**config.mk**
```make
export PLATFORM = sky130hd
export DESIGN_NAME = lspd_ctrl
export DESIGN_NICKNAME = d
export VERILOG_FILES = /design/src/sv/lspd_pkg.sv /design/src/sv/lspd_ctrl.sv
export SDC_FILE = /design/constraint.sdc
export NUM_CORES = 1
export LEC_CHECK = 0
export CORE_AREA = 2 2 62 64
export CTS_CLUSTER_DIAMETER = 30
export DETAILED_ROUTE_END_ITERATION = 12
export DIE_AREA = 0 0 64 66
export DONT_BUFFER_PORTS = 1
export SKIP_CTS_REPAIR_TIMING = 1
export SLEW_MARGIN = 20
export SYNTH_ARGS = -nofsm -noshare
export SYNTH_HDL_FRONTEND = slang
export SYNTH_SLANG_ARGS = --single-unit
```
**constraint.sdc**
```tcl
create_clock -name clk -period 2.2 [get_ports clk]
set_input_delay 0.33 -clock clk [delete_from_list [all_inputs] [get_ports clk]]
set_output_delay 0.33 -clock clk [all_outputs]
set_load 0.02 [all_outputs]
```
**src/sv/lspd_pkg.sv**
```systemverilog
`default_nettype none
package lspd_pkg;

  localparam int ANGLE_BINS         = 360;
  localparam int REPLY_HEADER_BYTES = 7;

  localparam int BIN_W      = $clog2(ANGLE_BINS);
  localparam int Q6_W       = 15;
  localparam int DIST_W     = 16;
  localparam int IDX_W      = 9;
  localparam int DVD_W      = 23;
  localparam int CFG_IDX_W  = 3;
  localparam int CFG_DATA_W = 14;
  localparam int OUT_DATA_W = 56;

  localparam logic [Q6_W-1:0]   FULL_TURN_Q6    = Q6_W'(ANGLE_BINS * 64);
  localparam logic [DIST_W-1:0] SEARCH_LIMIT_Q2 = DIST_W'(40000);
  localparam logic [BIN_W-1:0]  LAST_BIN        = BIN_W'(ANGLE_BINS - 1);
  localparam logic [BIN_W:0]    BINS_WIDE       = (BIN_W + 1)'(ANGLE_BINS);
  localparam logic [IDX_W-1:0]  HDR_LAST_INDEX  = IDX_W'(REPLY_HEADER_BYTES - 1);
  localparam logic [4:0]        DIV_LAST_STEP   = 5'(DVD_W - 1);

  localparam logic [CFG_IDX_W-1:0] CFG_SYNC_FIRST  = 3'd0;
  localparam logic [CFG_IDX_W-1:0] CFG_SYNC_SECOND = 3'd1;
  localparam logic [CFG_IDX_W-1:0] CFG_POINT_TYPE  = 3'd2;
  localparam logic [CFG_IDX_W-1:0] CFG_REPLY_TYPE  = 3'd3;
  localparam logic [CFG_IDX_W-1:0] CFG_FLOOR_MM    = 3'd4;
  localparam logic [CFG_IDX_W-1:0] CFG_NEAR_MM     = 3'd5;

  localparam logic KIND_SAMPLE = 1'b0;
  localparam logic KIND_REJECT = 1'b1;

  typedef struct packed {
    logic clr_index;
    logic inc_index;
    logic load_kind;
    logic load_count;
    logic load_low;
    logic load_start;
    logic load_end;
    logic load_diff;
    logic sample_start;
    logic write_sample;
    logic scan_start;
    logic clear_start;
    logic emit_sample;
    logic emit_reject;
  } lspd_cmd_t;

  typedef struct packed {
    logic eq_sync_first;
    logic eq_sync_second;
    logic eq_reply;
    logic hdr_done;
    logic kind_point;
    logic count_zero;
    logic index_odd;
    logic sample_last;
    logic cur_last;
    logic div_done;
    logic clear_done;
    logic scan_done;
    logic out_free;
  } lspd_sts_t;

endpackage
`default_nettype wire

```
**src/sv/lspd_ctrl.sv**
```systemverilog
`default_nettype none
module lspd_ctrl import lspd_pkg::*; (
  input  wire logic      clk,
  input  wire logic      rst,
  input  wire logic      s_tvalid,
  output logic           s_tready,
  input  wire lspd_sts_t sts,
  output lspd_cmd_t      cmd
);

  typedef enum logic [11:0] {
    PH_REPLY   = 12'b0000_0000_0001,
    PH_SYNC1   = 12'b0000_0000_0010,
    PH_SYNC2   = 12'b0000_0000_0100,
    PH_TYPE    = 12'b0000_0000_1000,
    PH_COUNT   = 12'b0000_0001_0000,
    PH_FSA_L   = 12'b0000_0010_0000,
    PH_FSA_H   = 12'b0000_0100_0000,
    PH_LSA_L   = 12'b0000_1000_0000,
    PH_LSA_H   = 12'b0001_0000_0000,
    PH_CS_L    = 12'b0010_0000_0000,
    PH_CS_H    = 12'b0100_0000_0000,
    PH_SAMPLES = 12'b1000_0000_0000
  } phase_t;

  typedef enum logic [6:0] {
    ST_IDLE   = 7'b000_0001,
    ST_CLEAR  = 7'b000_0010,
    ST_DIV    = 7'b000_0100,
    ST_WRITE  = 7'b000_1000,
    ST_SCAN   = 7'b001_0000,
    ST_EMIT   = 7'b010_0000,
    ST_REJECT = 7'b100_0000
  } state_t;

  phase_t phase, phase_next;
  state_t state, state_next;
  logic   accept;

  assign s_tready = (state == ST_IDLE);
  assign accept   = s_tvalid && s_tready;

  always_ff @(posedge clk) begin
    if (rst) begin
      phase <= PH_REPLY;
      state <= ST_IDLE;
    end else begin
      phase <= phase_next;
      state <= state_next;
    end
  end

  always_comb begin
    phase_next = phase;
    state_next = state;
    cmd        = '0;
    case (state)
      ST_IDLE: begin
        if (accept) begin
          case (phase)
            PH_REPLY: begin
              if (sts.hdr_done) begin
                cmd.clr_index = 1'b1;
                if (sts.eq_reply) begin
                  phase_next = PH_SYNC1;
                end else begin
                  state_next = ST_REJECT;
                end
              end else begin
                cmd.inc_index = 1'b1;
              end
            end
            PH_SYNC1: begin
              if (sts.eq_sync_first) begin
                phase_next = PH_SYNC2;
              end
            end
            PH_SYNC2: begin
              if (sts.eq_sync_second) begin
                phase_next = PH_TYPE;
              end else if (!sts.eq_sync_first) begin
                phase_next = PH_SYNC1;
              end
            end
            PH_TYPE: begin
              cmd.load_kind = 1'b1;
              phase_next    = PH_COUNT;
            end
            PH_COUNT: begin
              cmd.load_count = 1'b1;
              phase_next     = PH_FSA_L;
            end
            PH_FSA_L: begin
              cmd.load_low = 1'b1;
              phase_next   = PH_FSA_H;
            end
            PH_FSA_H: begin
              cmd.load_start = 1'b1;
              phase_next     = PH_LSA_L;
            end
            PH_LSA_L: begin
              cmd.load_low = 1'b1;
              phase_next   = PH_LSA_H;
            end
            PH_LSA_H: begin
              cmd.load_end = 1'b1;
              phase_next   = PH_CS_L;
            end
            PH_CS_L: begin
              cmd.load_diff = 1'b1;
              phase_next    = PH_CS_H;
            end
            PH_CS_H: begin
              cmd.clr_index = 1'b1;
              phase_next    = sts.count_zero ? PH_SYNC1 : PH_SAMPLES;
              if (sts.kind_point) begin
                cmd.clear_start = 1'b1;
                state_next      = ST_CLEAR;
              end
            end
            PH_SAMPLES: begin
              if (!sts.index_odd) begin
                cmd.load_low  = 1'b1;
                cmd.inc_index = 1'b1;
              end else begin
                if (sts.sample_last) begin
                  cmd.clr_index = 1'b1;
                  phase_next    = PH_SYNC1;
                end else begin
                  cmd.inc_index = 1'b1;
                end
                if (sts.kind_point) begin
                  cmd.sample_start = 1'b1;
                  state_next       = ST_DIV;
                end
              end
            end
            default: begin
              cmd.clr_index = 1'b1;
              phase_next    = PH_SYNC1;
            end
          endcase
        end
      end
      ST_CLEAR: begin
        if (sts.clear_done) begin
          state_next = ST_IDLE;
        end
      end
      ST_DIV: begin
        if (sts.div_done) begin
          state_next = ST_WRITE;
        end
      end
      ST_WRITE: begin
        cmd.write_sample = 1'b1;
        if (sts.cur_last) begin
          cmd.scan_start = 1'b1;
          state_next     = ST_SCAN;
        end else begin
          state_next = ST_EMIT;
        end
      end
      ST_SCAN: begin
        if (sts.scan_done) begin
          state_next = ST_EMIT;
        end
      end
      ST_EMIT: begin
        if (sts.out_free) begin
          cmd.emit_sample = 1'b1;
          state_next      = ST_IDLE;
        end
      end
      ST_REJECT: begin
        if (sts.out_free) begin
          cmd.emit_reject = 1'b1;
          state_next      = ST_IDLE;
        end
      end
      default: begin
        state_next = ST_IDLE;
      end
    endcase
  end

endmodule
`default_nettype wire

```
# Word-level counts from Yosys, hierarchy flattened
# Index checks and enable logic that the tools add are counted.
[op_classes]
addsub = 0
mul = 0
n_div = 0
n_lt_le_gt_ge = 0
eq_ne = 36
shifts = 0
muxes = 50
bitwise = 0
n_reduce_logical = 6
[ops]
columns = ["op", "n"]
rows = [
  ["12-bit one-hot mux with 12 select lines", 1],
  ["12-bit two-way mux", 8],
  ["7-bit two-way mux", 10],
  ["7-bit one-hot mux with 6 select lines", 1],
  ["1-bit two-way mux", 22],
  ["7-bit one-hot mux with 3 select lines", 1],
  ["9-bit two-way mux", 2],
  ["3-bit != test (second input constant)", 6],
  ["2-bit != test (second input constant)", 8],
  ["12-bit by 1-bit == test with 1-bit output (second input constant)", 1],
  ["12-bit by 10-bit == test with 1-bit output (second input constant)", 1],
  ["12-bit by 11-bit == test with 1-bit output (second input constant)", 1],
  ["12-bit == test (second input constant)", 1],
  ["12-bit by 2-bit == test with 1-bit output (second input constant)", 1],
  ["12-bit by 3-bit == test with 1-bit output (second input constant)", 1],
  ["12-bit by 4-bit == test with 1-bit output (second input constant)", 1],
  ["12-bit by 5-bit == test with 1-bit output (second input constant)", 1],
  ["12-bit by 6-bit == test with 1-bit output (second input constant)", 1],
  ["12-bit by 7-bit == test with 1-bit output (second input constant)", 1],
  ["12-bit by 8-bit == test with 1-bit output (second input constant)", 1],
  ["12-bit by 9-bit == test with 1-bit output (second input constant)", 1],
  ["11-bit AND reduction", 1],
  ["9-bit OR reduction", 1],
  ["8-bit AND reduction", 1],
  ["15 further kinds", 18],
]
[word_totals]
register_bits = 19
latchBits = 0
ramBits = 0
rom_bits = 0
inputBits = 16
wordCells = 94
memories = 0

# Depth between registers and ports, before layout
[depth]
ltp_word = 5
ltp_mapped = 8

# Worst setup path after synthesis
# Ideal clock, no wire load.
[synth_timing]
path_type = "flip-flop to output port"
from = "reg phase[5]"
to = "out cmd[11] (netlist bit)"
t_arrival_ns = 2.109
required_ns = 1.870
setup_slack_ns = -0.239
stages_incl_launch_ff = 6
path_buffers = 2
path_cell_list = "dfxtp_1 buf_6 or4_1 or3_1 buf_6 nor4_1"
[synth_lines]
columns = ["element", "line_no", "source"]
rows = [
  ["from (decl)", "lspd_ctrl.sv:36", "phase_t phase, phase_next;"],
  ["from (signal assigned)", "lspd_ctrl.sv:48", "phase <= phase_next;"],
  ["to (decl)", "lspd_ctrl.sv:8", "output lspd_cmd_t cmd"],
]

==> flow_metrics.py <==
metrics = {
    "timing": {
        "finClkSkew_ps": 11.38,
        "min_period_ps": 2390,
        "finalSetupViolCount": 4,
        "max_freq_mhz": 418.5,
        "finalCritPeriodShare": 1.086,
        "max_slew_margin": 0.7323,
        "hold_viol_final": 0,
        "tightest_slew_ps": 400.7,
        "setup_slack_ps": -189.7,
        "maxSlewViolCount": 0,
        "rsz0062_at_grt": "true",
    },
    "floorplanning": {
        "row_count": 22,
        "start_util": 0.4348,
        "die-area_mm2": 0.004224,
        "die_width_um": 64,
        "fp.dieH_um": 66,
        "io_pins": 31,
        "core_area_mm2": 0.003551,
    },
    "logic_synthesis": {
        "synth_edf_count": 0,
        "syn_avg_cell_area_um2": 7.495,
        "syn_inst": 206,
        "syn-num-nets": 222,
        "synth_top_cell_by_area": "dfxtp_1",
        "synth_top_area_share": 0.2464,
        "yosys_warnings": 0,
        "ys_seq_area_frac": 0.2464,
        "async_flop_share": 0,
        "ys.flop_type": "dfxtp_1",
        "ys_ff_latch": 19,
        "synthesis.area_mm2": 0.001544,
        "synthTopCellsByArea": "dfxtp_1 25%, a21oi_1 5.8%, o21ai_0 5.8%, nor2_1 4.9%, nand3_1 3.6%",
        "ys_types": 52,
    },
    "setup_path": {
        "cpLargestDelayFamily": "simple AND/OR/NAND/NOR gates",
        "cp.arrival_ps": 2060,
        "worstSetupEndpointType": "output pin",
        "worstPathMaxFanout": 3,
        "worstPathRequired_ps": 1870,
        "startpoint_type": "flop",
        "rrSetupSlack_ps": 10,
        "cpMaxStageDelayCell": "or4_4",
        "path_class": "reg2out",
        "worstPathCellList": "or4_4 > or3_4 > a2bb2oi_1 > nand4_1 > a21oi_1 > buf_4",
        "cp.buffers_inverters": 1,
        "slowest_delay_ps": 530,
    },
    "drt": {
        "wire_per_inst_um": 17.91,
        "ant_nets": 0,
        "viasPerCell": 6.339,
        "drtIter0Drc": 139,
        "drc_errors": 0,
        "drt-pass1-iter-count": 5,
        "wirelength_um": 5121,
        "dr_total_vias": 1813,
    },
    "status": {
        "outcome": "complete, but fails checks",
        "failed_checks": "setup timing",
    },
    "finish": {
        "post-route-util": 0.5687,
        "layout.nets": 255,
        "syn_to_final_growth_pct": 30.79,
        "nFillCells": 322,
        "antenna_cells": 0,
        "drive_above_1_share": 0.3319,
    },
    "grt": {
        "antenna_found_initial": 0,
        "grt_pass1_wl_um": 8086,
        "first_global_vias": 1693,
        "grt.busiest_layer": "met2",
        "grtUsageMet3": 0.04089,
        "grt_max_degree": 19,
        "use_met2": 0.4466,
        "met1_usage": 0.2758,
        "gr-usage-all-layers": 0.2435,
        "overflow": 0,
    },
    "power_and_ir_drop": {
        "finalPower_mw": 0.7825,
        "pwr-share-clk": 0.242,
        "vdd.ir_drop.worst_uv": 290.2,
        "power.switching_mw": 0.2673,
        "p_sw_frac": 0.3416,
        "power_frac_comb": 0.297,
        "seqPwrFrac": 0.461,
        "power_density_mw_per_mm2": 387.5,
        "leakagePower_nw": 0.7472,
        "intPower_mw": 0.5152,
    },
    "cts": {
        "cts_tree": "built",
        "root_buffer": "clkbuf_4",
        "cts.reportedPaths.clkPinSlew_ps": 130,
        "cts.sinks": 19,
        "clk_path_buf_depth": 2,
        "worstSkewPairLatency_ps": 310,
        "h-tree-depth": 1,
        "cts_buffers": 3,
    },
    "placed_design": {
        "gp_congestion": 0.9235,
        "portBuffers": 0,
        "place_hpwl_um": 3756,
    },
    "run": {
        "maxCapViolations": 0,
    },
    "min_path": {
        "hold_path_class": "in2reg",
    },
}
registers in the layout, summed over array words and instances, names as in the netlist:
signal  count
state       7
phase      12
cells in the final DEF, fill, tap and decap left out, drive strengths merged, types with 8 or more instances in the layout:
cell,n
buf,43
nor2,20
dfxtp,19
o21ai,18
a21oi,18
nand3,11
nor3,11
nand2,9
nor4,8
per-stage QoR:
step / hold slack [ps] / worst slack, ps / instance area [um^2] / instances / setup TNS [ps]
global placement: 404.9 / 81.45 / 1815 / 277 / 0
finish: 66.37 / -189.7 / 2019 / 286 / -529.6
global route: 40.88 / -266.5 / 2019 / 286 / -1305
floorplan: 484.3 / 61.86 / 1559 / 206 / 0
CTS: 61.92 / -275.5 / 1843 / 281 / -929.4
detailed placement: 406.5 / 84.80 / 1815 / 277 / 0
routing by layer:
layer  up-vias  part of all wire
li1        851                 -
met1       836              0.39
met2       101              0.50
met3        25             0.066
met4         0             0.044
met5         -                 0
worst reg2reg max path: stages, from the launching register on:
cell and delay [ps]:
dfxtp_1 340, or4_4 530, or3_4 390, buf_6 150, buf_6 120, nor4b_4 270
nand4_1 160, a21oi_2 160
synthesized netlist by cell type (2+ instances only):
master,n
clkbuf_1,9
nand2b_1,7
o21ai_0,18
nor4_1,6
or4_1,6
o2111ai_1,2
dfxtp_1,19
nor2b_1,3
nand3b_1,2
nor2_1,20
inv_1,3
nand4_1,6
nand3_1,11
a21oi_1,18
and2_1,3
xnor2_1,2
xor2_1,3
a211oi_1,2
nor3_1,10
and4_1,3
nand2_1,9
buf_6,4
a2bb2oi_1,2
or3_1,2
nor3b_1,7
and3_1,2
nor4_2,2
cells by family after synthesis:
group,Yosys count,share of synthesized area
AOI/OAI and AO/OA,57,0.2464
and+or+nand+nor,107,0.4141
DFF,19,0.2464
buffers and inverters,18,0.06482
xor gates and xnor gates,5,0.02837
area by class of cell:
| cell class | count | area [um^2] | area share |
|---|---|---|---|
| well taps | 48 | 60.06 | 0.02974 |
| multi-input cells | 169 | 1194 | 0.5911 |
| clock buffers | 3 | 22.52 | 0.01115 |
| flip-flops and latches | 19 | 385.4 | 0.1908 |
| inverters | 3 | 11.26 | 0.005576 |
| clock inverters | 1 | 5.005 | 0.002478 |
| repair buffers | 43 | 341.6 | 0.1691 |
worst paths after layout:
check	start	endpoint	depth (start not counted)
setup / recovery	phase[11]	cmd[13]	6
setup reg to reg	phase[11]	phase[3]	7
hold / removal	rst	state[1]	1
hold reg to reg	phase[3]	phase[3]	2
power groups by stage:
stage / combinational [mW] / clock [mW] / sequential [mW]
final: 0.233 / 0.189 / 0.360
after global routing: 0.251 / 0.217 / 0.361
after CTS: 0.208 / 0.195 / 0.359
after detailed placement: 0.208 / 0 / 0.367
after global placement: 0.206 / 0 / 0.366
after floorplan: 0.164 / 0 / 0.363
Power figures use the tool's default switching activity.
